==> src/rtl/core/snlc_pkg.sv <==
package snlc_pkg;

    localparam int SqrtSteps = 31;
    localparam int DivSteps  = 31;
    localparam logic signed [31:0] OneQ30 = 32'sh4000_0000;

    typedef enum logic [2:0] {
        K_ZERO,
        K_HPOS,
        K_HNEG,
        K_VPOS,
        K_VNEG,
        K_GEN,
        K_SHORT
    } t_kind;

    typedef struct packed {
        logic signed [29:0] sx;
        logic signed [29:0] sy;
        logic [30:0]        adx;
        logic [30:0]        ady;
        logic               ndx;
        logic               ndy;
        t_kind              kind;
    } t_side;

endpackage

==> src/rtl/core/snlc_sqrt_cell.sv <==
module snlc_sqrt_cell (
    input  logic               i_clk,
    input  logic               i_rst_n,
    input  logic               i_valid,
    output logic               o_ready,
    input  snlc_pkg::t_side    i_side,
    input  logic [61:0]        i_s,
    input  logic [32:0]        i_r,
    input  logic [30:0]        i_q,
    output logic               o_valid,
    input  logic               i_ready,
    output snlc_pkg::t_side    o_side,
    output logic [61:0]        o_s,
    output logic [32:0]        o_r,
    output logic [30:0]        o_q
);

    logic            r_valid;
    snlc_pkg::t_side r_side;
    logic [61:0]     r_s;
    logic [32:0]     r_r;
    logic [30:0]     r_q;
    logic [34:0]     w_rsh;
    logic [34:0]     w_t;
    logic            w_ge;
    logic [34:0]     w_diff;
    logic [32:0]     n_r;
    logic [30:0]     n_q;

    assign w_rsh  = {i_r, i_s[61:60]};
    assign w_t    = {2'b00, i_q, 2'b01};
    assign w_ge   = w_rsh >= w_t;
    assign w_diff = w_rsh - w_t;
    assign n_r    = w_ge ? w_diff[32:0] : w_rsh[32:0];
    assign n_q    = {i_q[29:0], w_ge};
    assign o_ready = !r_valid || i_ready;

    always_ff @(posedge i_clk) begin
        if (!i_rst_n) begin
            r_valid <= 1'b0;
        end else if (o_ready) begin
            r_valid <= i_valid;
        end
    end

    always_ff @(posedge i_clk) begin
        if (o_ready && i_valid) begin
            r_side <= i_side;
            r_s    <= {i_s[59:0], 2'b00};
            r_r    <= n_r;
            r_q    <= n_q;
        end
    end

    assign o_valid = r_valid;
    assign o_side  = r_side;
    assign o_s     = r_s;
    assign o_r     = r_r;
    assign o_q     = r_q;

endmodule

==> config.mk <==
export PLATFORM = sky130hd
export DESIGN_NAME = snlc_sqrt_cell
export DESIGN_NICKNAME = d
export VERILOG_FILES = /design/src/rtl/core/snlc_pkg.sv /design/src/rtl/core/snlc_sqrt_cell.sv
export SDC_FILE = /design/constraint.sdc
export NUM_CORES = 1
export LEC_CHECK = 0
export BUFFER_PORTS_ARGS = -buffer_cell sky130_fd_sc_hd__buf_2
export CORE_AREA = 8 8 191 193
export CTS_CLUSTER_SIZE = 14
export DETAILED_ROUTE_END_ITERATION = 10
export DIE_AREA = 0 0 199 201
export PLACE_DENSITY = 0.69
export SLEW_MARGIN = 20
export SYNTH_ARGS = -nofsm -noshare
export SYNTH_HDL_FRONTEND = slang
export SYNTH_SLANG_ARGS = --single-unit
export TNS_END_PERCENT = 100
==> constraint.sdc <==
create_clock -name i_clk -period 6.2 [get_ports i_clk]
set_input_delay 0.31 -clock i_clk [delete_from_list [all_inputs] [get_ports i_clk]]
set_output_delay 0.31 -clock i_clk [all_outputs]
set_load 0.05 [all_outputs]
Yosys cells after proc, flatten, opt, wreduce, memory -nomap -nowiden

Cells that the tools add are included.

Latch bits: 0
Bits in registers: 252
Bits in read-only memories: 0
Bits in writable memories: 0
Logic and storage cells: 17
Memories kept: 0

Bitwise gates (word level): 0
Reductions and logical operators: 3
Add/subtract/negate cells: 1
$mul: 0
Eq/ne operators: 0
Shift operators: 0
$lt $le $gt $ge: 1
Divide/modulo/power cells: 0
Mux-type cells: 1

Operators by type and width:

| operator                       | number |
|---|---|
| >= comparator 35 x 33 -> 1 bit | 1 |
| two-way mux 33 bit             | 1 |
| subtractor 33 bit              | 1 |
| logical AND 1 bit              | 1 |
| logical NOT 1 bit              | 1 |
| logical OR 1 bit               | 1 |

Depth between registers and ports, before layout

Depth after elaboration: 3
Gate-level depth with buffers: 13
Depth with buffers taken out: 10

Worst setup path before layout

OpenSTA, ideal clock, no wires.

Kind: register -> register
From: register r_valid, in the netlist o_valid
To: register r_q[0], in the netlist o_q[0], enable pin
Arrival time: 6.729 ns
Buffers on the path: 0
Stages on the path, launching flop included: 3
Data required time: 5.558 ns
Period minus slack after synthesis: 7.371 ns
Setup slack: -1.171 ns
Cells stage by stage: dfxtp_1 -> nand2b_1 -> and2_1

Word-level cells in the longest chain between the ends: 3

RTL lines:

| element                  | RTL line             | RTL |
|---|---|---|
| start: declaration       | snlc_sqrt_cell.sv:18 | `logic r_valid;` |
| start signal: assignment | snlc_sqrt_cell.sv:42 | `r_valid <= i_valid;` |
| logical NOT 1 bit        | snlc_sqrt_cell.sv:36 | `assign o_ready = !r_valid \|\| i_ready;` |
| logical OR 1 bit         | snlc_sqrt_cell.sv:36 |  |
| via o_ready              | snlc_sqrt_cell.sv:5  | `output logic o_ready,` |
| logical AND 1 bit        | snlc_sqrt_cell.sv:47 | `if (o_ready && i_valid) begin` |
| end signal: assignment   | snlc_sqrt_cell.sv:51 | `r_q <= n_q;` |
| end: declaration         | snlc_sqrt_cell.sv:22 | `logic [30:0] r_q;` |

The timed path passes the listed nets, and every way through them passes these cells.
A chain may end at the register's enable or synchronous reset.

Final worst setup path

From: input i_q[12]
To: register r_r[8], in the netlist o_r[8] (data pin)

Word-level cells in the longest chain between the ends: 2

RTL lines:

| element                        | RTL line             | RTL |
|---|---|---|
| start: declaration             | snlc_sqrt_cell.sv:9  | `input logic [30:0] i_q,` |
| >= comparator 35 x 33 -> 1 bit | snlc_sqrt_cell.sv:32 | `assign w_ge = w_rsh >= w_t;` |
| two-way mux 33 bit             | snlc_sqrt_cell.sv:34 | `assign n_r = w_ge ? w_diff[32:0] : w_rsh[32:0];` |
| via n_r[8]                     | snlc_sqrt_cell.sv:27 | `logic [32:0] n_r;` |
| end signal: assignment         | snlc_sqrt_cell.sv:50 | `r_r <= n_r;` |
| end: declaration               | snlc_sqrt_cell.sv:21 | `logic [32:0] r_r;` |

The timed path passes the listed nets, and every way through them passes these cells.

==> results.rst <==
.. list-table::
   :header-rows: 1

   * - Metric
     - Value
   * - Power density of the placed cells
     - 291 mW/mm²
   * - Crit path arrival time
     - 4.18 ns
   * - Number of max-slew violations in the final report
     - 0
   * - Leading cell types by count after synthesis
     - sky130_fd_sc_hd__edfxtp_1, sky130_fd_sc_hd__a21oi_1, sky130_fd_sc_hd__inv_1
   * - Total Routing Usage GR
     - 19.4%
   * - Required arrival time at the worst endpoint
     - 6.49 ns
   * - Synthesis warning total
     - 0
   * - WHS
     - 0.0539 ns
   * - Worst Path Class, Setup
     - in2reg
   * - Signed area change from the synthesized netlist to the final layout
     - 60.4%
   * - Root buf cell
     - sky130_fd_sc_hd__clkbuf_16
   * - Inserted Clock Buffers
     - 28
   * - Leakage power
     - 6.95 nW
   * - Average cell area after synthesis
     - 15.7 µm²
   * - Primary FF master, synth
     - sky130_fd_sc_hd__edfxtp_1
   * - Hold Fails Final Rpt
     - 0
   * - Die Outline Area
     - 0.0400 mm²
   * - First-pass GRT wire length
     - 58.8 mm
   * - Hold Path Class
     - in2reg
   * - Initial standard-cell utilization of the core
     - 30.3%
   * - Pre-antenna DRT Iters
     - 5
   * - Synth top area cells
     - sky130_fd_sc_hd__edfxtp_1, sky130_fd_sc_hd__ha_1, sky130_fd_sc_hd__a21oi_1, sky130_fd_sc_hd__inv_1, sky130_fd_sc_hd__nor2_1
   * - Buffers added on ports
     - 509
   * - Worst setup slack before clock tree synthesis
     - 2.19 ns
   * - Setup TNS after final layout
     - 0 ns
   * - Number of flops mapped to enable cells by yosys
     - 251
   * - Via count of the first global-routing pass
     - 9048
   * - Post-detailed-route count of antenna-violating nets
     - 0
   * - Post CTS Setup Buffer Count
     - 0
   * - Maximum clock skew at final layout
     - 0.0198 ns
   * - Antenna violations before repair
     - 9
   * - Total wire length after detailed routing
     - 41.1 mm
   * - Largest net degree at the start of global routing
     - 138
   * - FFs w/ async S/R, synth
     - 0%
   * - Number of buffers on the longest clock path
     - 3
   * - Slew @ Worst Pin
     - 0.942 ns
   * - Number of vias per cell
     - 4.57
   * - Final standard cell utilization of the core
     - 48.7%
   * - Final cycle utilization of the critical path
     - 62.8%
   * - Placement row count
     - 67
   * - Area of the mapped netlist
     - 0.0101 mm²
   * - Minimum clock period
     - 3.89 ns
   * - Category of the worst setup path launch point
     - primary input
   * - Violation count after the first detailed-route iteration
     - 523
   * - Final routed DRC violation total
     - 0
   * - Top achievable clock speed
     - 257 MHz
   * - H-Tree Depth
     - 1
   * - Number of distinct library cells after synthesis
     - 60
   * - CTS tree
     - yes
   * - Top-Level Pins
     - 512
   * - Placeable core area
     - 0.0333 mm²
   * - Clock sink count
     - 252
   * - Number of nets in the layout
     - 1679
   * - Library cell occupying the most area in the post-synthesis netlist
     - sky130_fd_sc_hd__edfxtp_1
   * - Top cell type's share of synthesized area
     - 74.6%
   * - Clock latency reported for the late side of the worst-skew pair
     - 0.54 ns
   * - Worst-path maximum fanout
     - 36
   * - Outcome
     - finished, final reports clean
   * - Final worst-path setup slack
     - 2.31 ns
   * - Synthesized instance count
     - 644
   * - Die height
     - 201 µm
   * - Top-count cell post-synth
     - sky130_fd_sc_hd__edfxtp_1
   * - Fill count
     - 2841
   * - Nature of the critical path endpoint
     - flop
   * - Synthesis-stage register bit count
     - 252
   * - Die width
     - 199 µm
   * - Routability congestion estimate from global placement
     - 0.886
   * - Routed wire per std cell
     - 22.0 µm
   * - HPWL reported at the end of detailed placement
     - 29.9 mm
   * - Clock slew at the register clock pins of the worst setup and hold paths
     - 0.06 ns
   * - Setup repair after global routing missed its margin
     - no
   * - Vias post-DR
     - 8521
   * - Max-cap violation count
     - 0
   * - Relative slew slack
     - 37.0%
   * - Gr ovfl total
     - 0
   * - Proportion of synthesized chip area in sequential cells
     - 74.8%
   * - Fraction of layout cells with a size suffix above 1
     - 41.7%
   * - Final setup vio count
     - 0
   * - Peak VDD IR
     - 188 µV
## state kept, by name (all words and copies together), names as in the netlist
register / cells
o_q: 31
o_r: 33
o_s: 60
o_side: 127
o_valid: 1
## worst max-delay path, cell delays in order
cell and delay [ns]:
sky130_fd_sc_hd__dlygate4sd3_1 0.52, sky130_fd_sc_hd__buf_2 0.11, sky130_fd_sc_hd__inv_1 0.04, sky130_fd_sc_hd__ha_1 0.46, sky130_fd_sc_hd__nand4_2 0.20, sky130_fd_sc_hd__nor3_2 0.24
sky130_fd_sc_hd__nand3_1 0.13, sky130_fd_sc_hd__o2111a_2 0.33, sky130_fd_sc_hd__o311a_1 0.39, sky130_fd_sc_hd__o21ai_4 0.76, sky130_fd_sc_hd__buf_4 0.33, sky130_fd_sc_hd__mux2_2 0.35
## cells by family after synthesis
logic type,share of synthesized area [%]
DFF,74.8
AOI/OAI and AO/OA,8.61
and+or+nand+nor,5.98
buffers and inverters,2.91
adders and majority gates,4.09
xor gates and xnor gates,2.43
muxes,1.10
other,0.0371
## cell type report
type	instances	area, µm²	area share (%)
flip-flops and latches	252	7560	46.7
repair buffers	729	4750	29.3
multi-input cells	330	2260	14.0
clock buffers	32	737	4.55
well taps	448	561	3.46
inverters	48	180	1.11
clock inverters	17	130	0.803
diodes	8	20.0	0.124
## metal layers
metal / vias up / track usage, % / wire length (µm) / part of all wire [%]
li1: 3932 / - / - / -
met1: 4123 / 21.9 / 15400 / 38
met2: 396 / 34.8 / 20800 / 51
met3: 68 / 4.96 / 3280 / 8.0
met4: 2 / 6.99 / 1530 / 3.7
met5: - / 0 / 10 / 0.024
## path summary, 6_finish.rpt
path / start / end / slack, ns / cells past startpoint
setup reg to reg: o_valid$_SDFFE_PN0N_ / o_r[21]$_DFFE_PP_ / 3.87 / 3
hold reg to reg: o_valid$_SDFFE_PN0N_ / o_valid$_SDFFE_PN0N_ / 0.61 / 2
hold / removal: i_rst_n / o_valid$_SDFFE_PN0N_ / 0.05 / 2
setup / recovery: i_q[12] / o_r[8]$_DFFE_PP_ / 2.31 / 12
## stage by stage
step | area [µm²] | power [mW] | cells
floorplan | 10100 | 2.75 | 645
global placement | 13200 | 3.03 | 1592
detailed placement | 13200 | 3.04 | 1592
CTS | 16200 | 4.74 | 1856
global route | 16200 | 4.87 | 1864
finish | 16200 | 4.71 | 1864
## placed cells by master, fill, tap and decap left out, types with 15 or more instances in the layout
master / synthesis / final
sky130_fd_sc_hd__o21ai_0: 19 / 19
sky130_fd_sc_hd__buf_2: 1 / 509
sky130_fd_sc_hd__edfxtp_1: 251 / 251
sky130_fd_sc_hd__ha_1: 33 / 33
sky130_fd_sc_hd__clkbuf_16: 0 / 29
sky130_fd_sc_hd__a21oi_1: 48 / 48
sky130_fd_sc_hd__nand2_1: 25 / 25
sky130_fd_sc_hd__dlygate4sd3_1: 0 / 215
sky130_fd_sc_hd__nor2_1: 47 / 47
sky130_fd_sc_hd__inv_1: 48 / 48
sky130_fd_sc_hd__xnor2_1: 15 / 15
## power by group
| group | internal (mW) | switching [mW] |
|---|---|---|
| combinational | 0.334 | 0.739 |
| clock | 0.896 | 0.690 |
| sequential | 2.02 | 0.0324 |
## what timing repair did
item                                   in CTS  in global routing
gates resized for setup                     0                  0
hold buffers                              215                  0
endpoints found under the hold margin     215                  0
Note: power is estimated with default switching activity, not from simulation.
