File: config.mk
export PLATFORM = sky130hd
export DESIGN_NAME = snlc_div_cell
export DESIGN_NICKNAME = d
export VERILOG_FILES = /design/src/rtl/core/snlc_pkg.sv /design/src/rtl/core/snlc_div_cell.sv
export SDC_FILE = /design/constraint.sdc
export NUM_CORES = 1
export LEC_CHECK = 0
export ABC_CLOCK_PERIOD_IN_PS = 8200
export BUFFER_PORTS_ARGS = -buffer_cell sky130_fd_sc_hd__buf_2
export CORE_AREA = 4 4 220 222
export CTS_BUF_LIST = sky130_fd_sc_hd__clkbuf_8
export CTS_CLUSTER_SIZE = 10
export DETAILED_ROUTE_END_ITERATION = 16
export DIE_AREA = 0 0 224 226
export GPL_TIMING_DRIVEN = 0
export SLEW_MARGIN = 15
export SYNTH_ARGS = -nofsm -noshare
export SYNTH_HDL_FRONTEND = slang
export SYNTH_SLANG_ARGS = --single-unit
File: constraint.sdc
create_clock -name i_clk -period 8.2 [get_ports i_clk]
set_clock_uncertainty 0.05 [all_clocks]
set_input_delay 1.23 -clock i_clk [delete_from_list [all_inputs] [get_ports i_clk]]
set_output_delay 1.23 -clock i_clk [all_outputs]
set_load 0.01 [all_outputs]
File: src/rtl/core/snlc_pkg.sv
package snlc_pkg;

    localparam int SqrtSteps = 31;
    localparam int DivSteps  = 31;
    localparam logic signed [31:0] OneQ30 = 32'sh4000_0000;

    typedef enum logic [2:0] {
        K_ZERO,
        K_HPOS,
        K_HNEG,
        K_VPOS,
        K_VNEG,
        K_GEN,
        K_SHORT
    } t_kind;

    typedef struct packed {
        logic signed [29:0] sx;
        logic signed [29:0] sy;
        logic [30:0]        adx;
        logic [30:0]        ady;
        logic               ndx;
        logic               ndy;
        t_kind              kind;
    } t_side;

endpackage

File: src/rtl/core/snlc_div_cell.sv
module snlc_div_cell (
    input  logic               i_clk,
    input  logic               i_rst_n,
    input  logic               i_valid,
    output logic               o_ready,
    input  snlc_pkg::t_side    i_side,
    input  logic [30:0]        i_len,
    input  logic [30:0]        i_ra,
    input  logic [30:0]        i_rb,
    input  logic               i_nba,
    input  logic               i_nbb,
    input  logic [30:0]        i_qa,
    input  logic [30:0]        i_qb,
    output logic               o_valid,
    input  logic               i_ready,
    output snlc_pkg::t_side    o_side,
    output logic [30:0]        o_len,
    output logic [30:0]        o_ra,
    output logic [30:0]        o_rb,
    output logic [30:0]        o_qa,
    output logic [30:0]        o_qb
);

    logic            r_valid;
    snlc_pkg::t_side r_side;
    logic [30:0]     r_len;
    logic [30:0]     r_ra;
    logic [30:0]     r_rb;
    logic [30:0]     r_qa;
    logic [30:0]     r_qb;
    logic [31:0]     w_ta;
    logic [31:0]     w_tb;
    logic [31:0]     w_da;
    logic [31:0]     w_db;
    logic            w_gea;
    logic            w_geb;

    assign w_ta  = {i_ra, i_nba};
    assign w_tb  = {i_rb, i_nbb};
    assign w_gea = w_ta >= {1'b0, i_len};
    assign w_geb = w_tb >= {1'b0, i_len};
    assign w_da  = w_ta - {1'b0, i_len};
    assign w_db  = w_tb - {1'b0, i_len};
    assign o_ready = !r_valid || i_ready;

    always_ff @(posedge i_clk) begin
        if (!i_rst_n) begin
            r_valid <= 1'b0;
        end else if (o_ready) begin
            r_valid <= i_valid;
        end
    end

    always_ff @(posedge i_clk) begin
        if (o_ready && i_valid) begin
            r_side <= i_side;
            r_len  <= i_len;
            r_ra   <= w_gea ? w_da[30:0] : w_ta[30:0];
            r_rb   <= w_geb ? w_db[30:0] : w_tb[30:0];
            r_qa   <= {i_qa[29:0], w_gea};
            r_qb   <= {i_qb[29:0], w_geb};
        end
    end

    assign o_valid = r_valid;
    assign o_side  = r_side;
    assign o_len   = r_len;
    assign o_ra    = r_ra;
    assign o_rb    = r_rb;
    assign o_qa    = r_qa;
    assign o_qb    = r_qb;

endmodule

# --- After elaboration in Yosys (flattened, before gate mapping) ---
# Index checks and enable logic that the tools add are counted.
totals:
  register_bits: 283
  latchBits: 0
  ramBits: 0
  romBits: 0
  in_bits: 288
  output_inout_bits: 284
  word_cells: 22
  n_memories: 0
classes:
  addsub: 2
  mul: 0
  div_mod_pow: 0
  n_lt_le_gt_ge: 2
  n_eq_ne: 0
  shift: 0
  mux: 2
  bitwise: 0
  reduce_logical: 3
ops:
  columns: ["op", "count"]
  rows:
  - ["$ge A32 B31 Y1", 2]
  - ["$mux W31", 2]
  - ["$sub A31 B31 Y31", 2]
  - ["$logic_and A1 B1 Y1", 1]
  - ["$logic_not A1 Y1", 1]
  - ["$logic_or A1 B1 Y1", 1]

# --- Depth between registers and ports, before layout ---
# Gate-level depths: netlist of the first run.
logic_depth:
  depth_word: 3
  ltp_mapped: 14
  depth_no_buf: 12

# --- Least setup slack after synthesis of the first run ---
# No wires, ideal clock.
synth_path:
  kind: "input-to-reg"
  startpoint: "in i_ready"
  endpoint: "reg r_len[0] (netlist: o_len[0]) (enable)"
  setup_time_ns: 0.680
  t_arrival_ns: 7.849
  required_time_ns: 7.470
  path_slack_ns: -0.380
  cell_stages: 2
  path_cell_list: "nand2b_1 > and2_1"
synth_between:
  elab_chain_cells: 2
synth_rtl:
  columns: ["element", "line", "text"]
  rows:
  - ["from (decl)", "snlc_div_cell.sv:15", "input logic i_ready,"]
  - ["$logic_or A1 B1 Y1", "snlc_div_cell.sv:44", "assign o_ready = !r_valid || i_ready;"]
  - ["$logic_and A1 B1 Y1", "snlc_div_cell.sv:55", "if (o_ready && i_valid) begin"]
  - ["to (signal assigned)", "snlc_div_cell.sv:57", "r_len <= i_len;"]
  - ["to (decl)", "snlc_div_cell.sv:26", "logic [30:0] r_len;"]
# Every way passes these cells.
# A chain may end at the register's enable or synchronous reset.

# --- Worst setup path in the final report of the first run ---
layout_path:
  startpoint: "in i_len[13]"
  endpoint: "reg r_ra[23] (netlist: o_ra[23]) (data pin)"
layout_between:
  elab_chain_cells: 2
  elab_cells_between_ends: 3
  classes_between: "add/sub: 1; order compare: 1; mux: 1"
layout_rtl:
  columns: ["element", "line", "text"]
  rows:
  - ["from (decl)", "snlc_div_cell.sv:7", "input logic [30:0] i_len,"]
  - ["$sub A31 B31 Y31 / $ge A32 B31 Y1 (equally long branches)", "snlc_div_cell.sv:42, snlc_div_cell.sv:40", null]
  - ["$mux W31 *", "snlc_div_cell.sv:58", "r_ra <= w_gea ? w_da[30:0] : w_ta[30:0];"]
  - ["to (signal assigned)", "snlc_div_cell.sv:58", null]
  - ["to (decl)", "snlc_div_cell.sv:27", "logic [30:0] r_ra;"]
# Every way passes the cells marked *; elsewhere a longest branch is shown, timed or not.

==> metrics.md, run 1 <==
| Metric | Value |
|---|---|
| Biggest area consumer among synthesized cells | `edfxtp_1` |
| Cell variety after synth | `72` |
| Initial Utilization | `a little over a quarter` |
| Global-route wire length before repair | `roughly 72,000 um` |
| Yosys warning count | `0` |
| CP endpoint kind | `register` |
| Post-CTS Setup Inserts | `0` |
| Primary FF master, synth | `edfxtp_1` |
| Post-DR wirelength/cell | `24.0 um` |
| Busiest grt layer | `met2` |
| Total GRT Usage | `19.7%` |
| Clock latency at the later pin of the worst-skew pair | `around 0.63 ns` |
| Setup slack after layout | `roughly 4.1 ns` |
| Final Setup Violations | `0` |
| Post-synthesis mux area share | `0.198%` |
| Period utilisation layout | `about 50%` |
| Fillers | `roughly 4,600` |
| DRT iter0 DRCs | `slightly below 600` |
| Tightest Hold Check Type | `register to register` |
| GP Congestion | `~0.9` |
| Die Ht | `roughly 230 um` |
| Vias | `10,253` |
| Largest net degree at the start of global routing | `64` |
| Final ANT Viol Nets | `0` |
| Met3 usage | `7.66%` |
| Core ar. | `between 0.04 and 0.05 sq mm` |
| Hold Vio Cnt, Final | `0` |
| Status | `finished clean` |
| CTS tree | `done` |
| Layout cells sized above 1 | `a little over two fifths` |
| Htree depth | `2` |
| Largest buffer count on any clock path | `3` |
| Avg Cell Area, Syn | `13.9 sq um` |
| CTS clk-pin slew, worst paths | `about 0.060 ns` |
| Register area share after synthesis | `67.0%` |
| CP Launch Type | `primary input` |
| Clk Tree Root Cell | `clkbuf_8` |
| Simple-Gate Fraction of Synth Area | `a little under 8%` |
| Async S/R FF share, synth | `0%` |
| Ranking of synthesized cells by area | `edfxtp_1 67%, ha_1 6.1%, a21oi_1 2.6%, nand2_1 2.0%, xnor2_1 1.8%` |
| Critical Path AT | `around 4.4 ns` |
| Die W | `roughly 220 um` |
| Largest family of logic cells by synthesized area | `compound AO/OA/AOI/OAI gates` |
| Post-Synth Adder-Cell Area | `6.44%` |
| Dpl hpwl | `about 43,000 um` |
| Fin util | `between 30% and 40%` |
| Synth Instances | `between 900 and 1,000` |
| Routed wire length | `approximately 53,000 um` |
| RSZ-0062 raised after global routing | `false` |
| WHS | `0.535 ns` |
| Pwr/cell area | `between 200 and 250 mW/mm^2` |
| Required time of the critical path | `between 8 and 9 ns` |
| Nets | `around 1,900` |
| Post-synth EDFFs | `between 200 and 300` |
| DR pass1 iterations | `5` |
| I/O Buffers | `roughly 570` |
| Register bit total from synthesis | `between 200 and 300` |
| DRC | `0` |
| Worst slack, placed | `3.34 ns` |
| Hold path cells | `2` |
| Max-slew violation count | `0` |
| Post-Syn Area | `~0.013 sq mm` |
| Crit Path Category | `primary input to register` |
| Vias in the first global route | `approximately 10,000` |
| # IOs | `572` |
| Post-synth top area share | `66.9%` |
| Routing usage on met1 | `between 20% and 30%` |
| Area added between synthesis and finish | `39.0%` |
| Met2 Use GR | `a little over a third` |
| Vias/cell | `approximately 4.7` |
| Max Clock Freq | `between 200 and 250 MHz` |
| Worst Path Max Fanout | `10` |
| Xor/xnor share of the synthesized area | `3.32%` |
| FF-to-FF path depth | `4` |
| Power consumption | `slightly below 4 mW` |
| Worst-margin pin slew | `slightly above 0.6 ns` |
| Leak pwr | `between 7 and 8 nW` |
| Headroom to the max-slew limit | `around three fifths` |
| VDD IR-drop max | `0.000203 V` |
| Synth Area in Compound Gates | `approximately 13%` |
| Initial antenna violation count | `25` |
| Num Clock Sinks | `283` |
| Syn nets | `about 1,300` |
| Total grt overflow | `0` |
| Period minus WS final | `4.06 ns` |
| Final TNS setup | `0 ns` |
| Rows | `79` |
| Post-CTS Hold Fix Bufs | `0` |
| CTS resizes | `0` |
| Clock buffers created by TritonCTS | `54` |
| Number of max-cap violations | `0` |
| Full die area | `around 0.051 sq mm` |
-- per-layer routing --
metal  up-vias  wire [um]
met5         -        142
met4        24       2270
met3       113       4640
met2       396      27000
met1      4964      18900
li1       4756          -
-- synth_stat cells (all sizes together) (8+ instances only) --
library cell    n
a21o           30
a21oi          68
a31oi           9
and2            8
and3            8
buf             9
clkbuf         13
edfxtp        282
ha             62
inv            49
nand2          69
nand2b         12
nand3          16
nand4          10
nor2           55
nor3            9
o21a            8
o21ai          55
o21bai          9
o31ai          11
xnor2          26
xor2           22
-- critical path, cell delays in order --
cell	delay, ns
buf_2	0.11
inv_1	0.18
ha_1	0.26
clkbuf_1	0.19
a21o_1	0.23
a21o_1	0.17
a21o_1	0.20
or3_1	0.37
o211ai_1	0.24
nand4_1	0.50
inv_2	0.19
buf_2	0.31
o21ai_0	0.17
-- registers in the layout, indices dropped and copies added, names as in the netlist --
signal	count
o_valid	1
o_rb	31
o_ra	31
o_len	31
o_qb	31
o_qa	31
o_side	127
-- cell usage in the layout (no fill, tap or decap), drive strengths merged, types with 5 or more instances in the layout --
cell type,synthesis,layout
nand3,16,16
buf,9,583
a21boi,6,6
nand2,69,69
o21ai,55,55
and3,8,8
o21bai,9,9
a31oi,9,9
nand4,10,10
a21o,30,30
and2,8,8
xnor2,26,26
o21a,8,8
inv,49,64
edfxtp,282,282
diode,0,14
a211oi,5,5
clkinv,0,16
ha,62,62
a21oi,68,68
nand2b,12,12
nor2,55,55
bufinv,0,6
nor3,9,9
clkbuf,13,74
xor2,22,22
o31ai,11,11
-- through the flow --
| step | cell area (sq um) | instances |
|---|---|---|
| floorplan | 12700 | 911 |
| global placement | 16300 | 2087 |
| detailed placement | 16400 | 2092 |
| CTS | 17600 | 2190 |
| global route | 17600 | 2197 |
| finish | 17600 | 2204 |
-- report_power, final --
part | internal (mW) | switching, mW | leakage, nW
clock network | 0.873 | 0.643 | 0.652
logic | 0.272 | 0.415 | 4.32
registers | 1.73 | 0.0267 | 2.74
-- path summary, 6_finish.rpt --
check / from / to / slack [ns]
worst min register to register: o_valid$_SDFFE_PN0N_ / o_valid$_SDFFE_PN0N_ / 0.54
worst max-delay path: i_len[13] / o_ra[23]$_DFFE_PP_ / 4.14
worst max register to register: o_valid$_SDFFE_PN0N_ / o_len[30]$_DFFE_PP_ / 6.21
worst min-delay path: o_valid$_SDFFE_PN0N_ / o_valid$_SDFFE_PN0N_ / 0.54
-- cell type report --
| cell class | count | area (sq um) | share of cell area (%) |
|---|---|---|---|
| clock buffers | 61 | 840 | 4.77 |
| clock inverters | 37 | 328 | 1.86 |
| plain buffers | 22 | 154 | 0.874 |
| flip-flops and latches | 283 | 8490 | 48.2 |
| repair buffers | 574 | 2970 | 16.9 |
| well taps | 607 | 759 | 4.31 |
| multi-input cells | 557 | 3840 | 21.8 |
| inverters | 49 | 184 | 1.04 |
| diodes | 14 | 35.0 | 0.199 |
-- logic make-up after synthesis --
logic type / Yosys count
mux: 2
buf+inv: 71
flops: 283
compound gates: 234
simple gates: 209
fa+ha+maj: 64
xor+xnor: 48
(Power assumes the default switching activity.)
==> run 2, diff against run 1 <==
--- a/config.mk
+++ b/config.mk
@@ -5,13 +5,14 @@
 export SDC_FILE = /design/constraint.sdc
 export NUM_CORES = 1
 export LEC_CHECK = 0
-export ABC_CLOCK_PERIOD_IN_PS = 8200
+export ABC_AREA = 1
+export ABC_CLOCK_PERIOD_IN_PS = 3300
 export BUFFER_PORTS_ARGS = -buffer_cell sky130_fd_sc_hd__buf_2
-export CORE_AREA = 4 4 220 222
+export CORE_AREA = 4 4 222 224
 export CTS_BUF_LIST = sky130_fd_sc_hd__clkbuf_8
 export CTS_CLUSTER_SIZE = 10
 export DETAILED_ROUTE_END_ITERATION = 16
-export DIE_AREA = 0 0 224 226
+export DIE_AREA = 0 0 226 228
 export GPL_TIMING_DRIVEN = 0
 export SLEW_MARGIN = 15
 export SYNTH_ARGS = -nofsm -noshare
==> constraint.sdc (replaced) <==
create_clock -name i_clk -period 3.3 [get_ports i_clk]
set_clock_uncertainty 0.05 [all_clocks]
set_input_delay 0.495 -clock i_clk [delete_from_list [all_inputs] [get_ports i_clk]]
set_output_delay 0.495 -clock i_clk [all_outputs]
set_load 0.01 [all_outputs]
==> run 2 against run 1 <==
Effect of this change:
- via count increased by 32%
- clock power increased by 100%
- sequential share of layout area shrank 8.3 points
- critical path depth increased by 4
- critical path type unchanged
- register-to-register slack lost 5.1 ns
- largest cell class unchanged
- combinational power grew to 3.2 times the previous value
==> metrics.md, run 2 <==
| Metric | Value |
|---|---|
| Status | `finished clean` |
| Clock buffers created by TritonCTS | `50` |
| Primary FF master, synth | `edfxtp_1` |
| Period utilisation layout | `89.2%` |
| Register area share after synthesis | `between 50% and 60%` |
| # IOs | `572` |
| Area added between synthesis and finish | `49.5%` |
| Core ar. | `0.0473 sq mm` |
| CP Launch Type | `primary input` |
| Register bit total from synthesis | `approximately 280` |
| RR Startpoint | `o_valid$_SDFFE_PN0N_` |
| CTS tree | `done` |
| Min-delay src | `i_len[0]` |
| Rows | `80` |
| Final Setup Violations | `0` |
| Nets | `between 2,000 and 3,000` |
| Async S/R FF share, synth | `0%` |
| Worst r2r dst | `o_ra[6]$_DFFE_PP_` |
| DR pass1 iterations | `5` |
| Power consumption | `between 9 and 10 mW` |
| Yosys warning count | `0` |
| Period minus WS final | `just under 3 ns` |
| Commonest non-fill, non-tap cell in the layout | `nand2_1` |
| Global-route wire length before repair | `93,800 um` |
| Post-Syn Area | `between 0.01 and 0.015 sq mm` |
| RSZ-0062 raised after global routing | `false` |
| Fin util | `between 40% and 50%` |
| Htree depth | `2` |
| Most frequent cells in the layout | `586 x nand2_1, 577 x buf_2, 290 x inv_1` |
| Headroom to the max-slew limit | `between 50% and 60%` |
| Die Ht | `about 230 um` |
| Number of max-cap violations | `0` |
| Die W | `~230 um` |
| CTS clk-pin slew, worst paths | `~0.06 ns` |
| Layout cells sized above 1 | `between 20% and 30%` |
| Max-slew violation count | `0` |
| Full die area | `a little over 0.05 sq mm` |
| Required time of the critical path | `approximately 3.6 ns` |
| Worst-margin pin slew | `~0.73 ns` |
| Final ANT Viol Nets | `0` |
| Crit Path Category | `primary input to register` |
| Biggest area consumer among synthesized cells | `edfxtp_1` |
| Max Clock Freq | `340 MHz` |
| Total GRT Usage | `24.9%` |
| DP Area | `approximately 0.018 sq mm` |
| CP endpoint | `o_rb[13]$_DFFE_PP_` |
| Routed wire length | `66,000 um` |
| Hold Vio Cnt, Final | `0` |
| Post-synth EDFFs | `282` |
| GP Congestion | `just over 0.9` |
| Vias | `13,540` |
| Vias/cell | `roughly 4.5` |
| Post-synth top area share | `59.5%` |
| Largest buffer count on any clock path | `3` |
| I/O Buffers | `around 570` |
| DRT iter0 DRCs | `~750` |
| FF-to-FF path depth | `5` |
| Num Clock Sinks | `roughly 280` |
| Worst Path Max Fanout | `10` |
| Critical Path AT | `~3.2 ns` |
| Syn nets | `around 1,900` |
| Max reg flops | `around 130` |
| DRC | `0` |
| Reg2reg setup slack | `around 1.1 ns` |
| Critical Path Start | `i_len[6]` |
| Initial Utilization | `30.1%` |
| Final Cell Area | `approximately 0.021 sq mm` |
| Fillers | `about 4,600` |
| Tightest Hold Check Type | `primary input to register` |
| WHS | `approximately 0.061 ns` |
| Ranking of synthesized cells by area | `edfxtp_1 60%, nand2_1 15%, inv_1 7.3%, ha_1 5.5%, nand3_1 3.1%` |
| Final TNS setup | `0 ns` |
| Leak pwr | `about 11 nW` |
| Largest net degree at the start of global routing | `28` |
| Most instantiated library cell after synthesis | `nand2_1` |
| Dpl hpwl | `around 54,000 um` |
| Total grt overflow | `0` |
| Pwr/cell area | `between 400 and 500 mW/mm^2` |
| Post-synth top cells | `586 x nand2_1, 282 x edfxtp_1, 278 x inv_1, 88 x nand3_1, 78 x nor2_1` |
| Cell variety after synth | `28` |
| VDD IR-drop max | `approximately 0.00027 V` |
| Clk Tree Root Cell | `clkbuf_8` |
| Initial antenna violation count | `18` |
| Post-DR wirelength/cell | `around 22 um` |
| Vias in the first global route | `roughly 14,000` |
| Synth Instances | `1,520` |
| Avg Cell Area, Syn | `approximately 9.4 sq um` |
| Clock latency at the later pin of the worst-skew pair | `about 0.60 ns` |
| CP endpoint kind | `register` |
[run 2: worst min-delay path by stage]
| stage | cells past startpoint | slack, ns | to |
|---|---|---|---|
| 2_1_floorplan | 0 | 0.54 | o_len[0]$_DFFE_PP_ |
| 3_3_place_gp | 2 | 0.52 | o_valid$_SDFFE_PN0N_ |
| 3_5_place_dp | 2 | 0.53 | o_valid$_SDFFE_PN0N_ |
| 4_1_cts | 1 | 0.005 | o_len[0]$_DFFE_PP_ |
| 5_1_grt | 1 | 0.03 | o_len[0]$_DFFE_PP_ |
| 6_report | 1 | 0.06 | o_len[0]$_DFFE_PP_ |
[run 2: through the flow]
step	cells	worst slack [ns]
finish	3031	0.358
global route	3029	0.212
CTS	3019	0.396
detailed placement	2717	0.190
global placement	2704	-4.49
floorplan	1520	-2.32
[run 2: logic make-up after synthesis]
logic type / count (synthesis) / share of synthesized area, %
adder cells (fa/ha/maj): 64 / 5.73
AO/OA/AOI/OAI: 48 / 1.81
XOR/XNOR: 28 / 1.72
flip-flops: 283 / 59.7
buffers and inverters: 296 / 8.09
AND/OR/NAND/NOR: 801 / 23.0
[run 2: worst max-delay path, stage by stage]
cell and delay [ns]:
dlygate4sd3_1 0.53, buf_2 0.12, inv_1 0.09, ha_1 0.38, nand2_1 0.13, inv_1 0.09
nand2_1 0.07, nor3_1 0.29, nand2_1 0.09, nand3_1 0.10, nand2_1 0.09, nand2_4 0.14
inv_2 0.05, buf_6 0.16, buf_6 0.15, nand2_1 0.07, nand2_1 0.16
[run 2: power by group]
| part | switching (mW) | internal, mW | total, mW |
|---|---|---|---|
| clock network | 1.54 | 1.52 | 3.06 |
| logic | 1.33 | 0.862 | 2.19 |
| registers | 0.0681 | 4.29 | 4.36 |
| total | 2.94 | 6.67 | 9.61 |
[run 2: layout make-up]
class	count	area (sq um)	share of cell area, %
Antenna cell	12	30.0	0.141
Buffer	12	85.1	0.400
Clock buffer	51	702	3.30
Clock inverter	39	205	0.965
Inverter	284	1070	5.05
Multi-Input combinational cell	941	4600	21.6
Sequential cell	283	8490	39.9
Tap cell	615	769	3.62
Timing Repair Buffer	794	5320	25.0
[run 2: repair_timing]
action | in CTS | in global routing
hold buffers | 212 | 0
buffers inserted | 0 | 0
hold endpoints to repair | 212 | 0
gates resized for setup | 0 | 0
setup endpoints to repair | 0 | 0
[run 2: layer usage]
metal	up-vias	global-route usage (%)	share of wire, %
met5	-	0	0.11
met4	12	12.8	5.9
met3	133	5.62	6.4
met2	486	43.4	49
met1	6345	28.3	38
li1	6564	-	-
==> run 3, diff against run 2 <==
--- a/config.mk
+++ b/config.mk
@@ -9,7 +9,7 @@
 export ABC_CLOCK_PERIOD_IN_PS = 3300
 export BUFFER_PORTS_ARGS = -buffer_cell sky130_fd_sc_hd__buf_2
 export CORE_AREA = 4 4 222 224
-export CTS_BUF_LIST = sky130_fd_sc_hd__clkbuf_8
+export CTS_BUF_LIST = sky130_fd_sc_hd__clkbuf_4 sky130_fd_sc_hd__clkbuf_8
 export CTS_CLUSTER_SIZE = 10
 export DETAILED_ROUTE_END_ITERATION = 16
 export DIE_AREA = 0 0 226 228
==> run 3 against run 2 <==
Effect of this change:
- clock power is 5% higher
- critical path depth stayed put
- cell count stayed put
- utilization is 0.11 points higher
- die area stayed put
- total power is 1.6% higher
- worst setup slack worse by 0.0017 ns
- register-to-register slack hardly changed
- maximum frequency hardly changed
- combinational power hardly changed
- sequential power hardly changed
- critical path type unchanged
- critical endpoint unchanged
- largest cell class unchanged
==> metrics.md, run 3 (synthesis results as in run 2) <==
| Metric | Value |
|---|---|
| Vias | `between 10,000 and 15,000` |
| GP Congestion | `just over 0.9` |
| Commonest non-fill, non-tap cell in the layout | `nand2_1` |
| Global-route wire length before repair | `between 90,000 and 100,000 um` |
| Worst Path Max Fanout | `10` |
| Clock buffers created by TritonCTS | `50` |
| Tightest Hold Check Type | `primary input to register` |
| DR pass1 iterations | `5` |
| Required time of the critical path | `~3.6 ns` |
| Headroom to the max-slew limit | `around half` |
| Internal power | `roughly 6.8 mW` |
| Clock power frac | `between 30% and 40%` |
| Power consumption | `between 9 and 10 mW` |
| Final Setup Violations | `0` |
| Clk Tree Root Cell | `clkbuf_8` |
| Pwr/cell area | `around 460 mW/mm^2` |
| Nets | `approximately 2,700` |
| Htree depth | `2` |
| Rows | `80` |
| Crit Path Category | `primary input to register` |
| Routed wire length | `around 66,000 um` |
| Initial antenna violation count | `18` |
| Reg power frac | `44.7%` |
| Largest net degree at the start of global routing | `28` |
| Largest buffer count on any clock path | `3` |
| Post-CTS Setup Inserts | `0` |
| Max-slew violation count | `0` |
| Die W | `between 200 and 250 um` |
| Worst slack, placed | `0.190 ns` |
| Vias/cell | `roughly 4.5` |
| Final TNS setup | `0 ns` |
| Max Clock Freq | `between 300 and 400 MHz` |
| Final Cell Area | `between 0.02 and 0.025 sq mm` |
| DP Area | `~0.018 sq mm` |
| Initial Utilization | `a little under a third` |
| Layout cells sized above 1 | `28.8%` |
| Final ANT Viol Nets | `0` |
| Total grt overflow | `0` |
| Setup slack after layout | `0.356 ns` |
| Logic pwr share | `22.5%` |
| Area added between synthesis and finish | `49.9%` |
| Placed cell count | `about 2,700` |
| Worst-margin pin slew | `between 0.7 and 0.8 ns` |
| Switching pwr | `2.93 mW` |
| Vias in the first global route | `between 10,000 and 15,000` |
| Max reg flops | `around 130` |
| Period utilisation layout | `89.2%` |
| CP Launch Type | `primary input` |
| Dpl hpwl | `approximately 54,000 um` |
| Full die area | `0.0515 sq mm` |
| CTS tree | `done` |
| Fin util | `45.0%` |
| Hold Vio Cnt, Final | `0` |
| CTS resizes | `0` |
| Switching Fraction | `a little under a third` |
| Die Ht | `228 um` |
| Period minus WS final | `around 2.9 ns` |
| Clock latency at the later pin of the worst-skew pair | `around 0.60 ns` |
| DRT iter0 DRCs | `just under 700` |
| Post-Layout Cell Count | `3,031` |
| WHS | `roughly 0.063 ns` |
| Critical Path AT | `3.20 ns` |
| Post-CTS Hold Fix Bufs | `around 210` |
| Status | `finished clean` |
| # IOs | `572` |
| Most frequent cells in the layout | `586 x nand2_1, 577 x buf_2, 282 x edfxtp_1` |
| DRC | `0` |
| Post-DR wirelength/cell | `approximately 22 um` |
| CP endpoint kind | `register` |
| Total GRT Usage | `approximately 25%` |
| VDD IR-drop max | `around 0.00027 V` |
| Core ar. | `0.0473 sq mm` |
| RSZ-0062 raised after global routing | `false` |
| Num Clock Sinks | `roughly 280` |
| CTS clk-pin slew, worst paths | `0.06 ns` |
| Number of max-cap violations | `0` |
| I/O Buffers | `around 570` |
| Leak pwr | `roughly 11 nW` |
## run 3: changes by cell type in the layout (fill, tap and decap cells not counted)
cell | before | now
clkbuf_4 | 0 | 14
inv_1 | 290 | 276
## run 3: power groups by stage
stage          Combinational (mW)  Sequential, mW  Clock, mW
5_1_grt                      2.40            4.38       3.51
4_1_cts                      2.21            4.36       3.34
3_5_place_dp                 1.98            4.43          0
6_report                     2.19            4.36       3.21
2_1_floorplan               0.879            4.61          0
3_3_place_gp                 1.90            4.48          0
## run 3: per-layer routing
metal / track usage (%) / vias to the layer above / part of all wire (%)
met3: 5.73 / 135 / 6.7
met4: 12.7 / 14 / 5.9
met1: 28.1 / 6365 / 38
met2: 43.5 / 517 / 49
met5: 0 / - / 0.14
li1: - / 6571 / -
## run 3: worst max-delay path, stage by stage
cell           delay, ns
dlygate4sd3_1       0.53
buf_2               0.12
inv_1               0.09
ha_1                0.37
nand2_1             0.12
inv_1               0.08
nand2_1             0.07
nor3_1              0.29
nand2_1             0.09
nand3_1             0.11
nand2_1             0.09
nand2_4             0.13
inv_2               0.05
buf_6               0.16
buf_6               0.15
nand2_1             0.08
nand2_1             0.16
## run 3: layout make-up
cell class,count,area (sq um)
Clock inverter,25,153
Antenna cell,12,30.0
Inverter,284,1070
Tap cell,615,769
Timing Repair Buffer,794,5320
Fill cell,4603,26000
Clock buffer,65,807
Multi-Input combinational cell,941,4600
Buffer,12,85.1
Sequential cell,283,8490
## run 3: path summary, 6_finish.rpt
check	endpoint	slack, ns	cells after the start	startpoint
worst max register to register	o_ra[6]$_DFFE_PP_	1.10	5	o_valid$_SDFFE_PN0N_
worst max-delay path	o_rb[13]$_DFFE_PP_	0.36	17	i_len[6]
worst min-delay path	o_len[0]$_DFFE_PP_	0.06	1	i_len[0]
worst min register to register	o_valid$_SDFFE_PN0N_	0.55	2	o_valid$_SDFFE_PN0N_
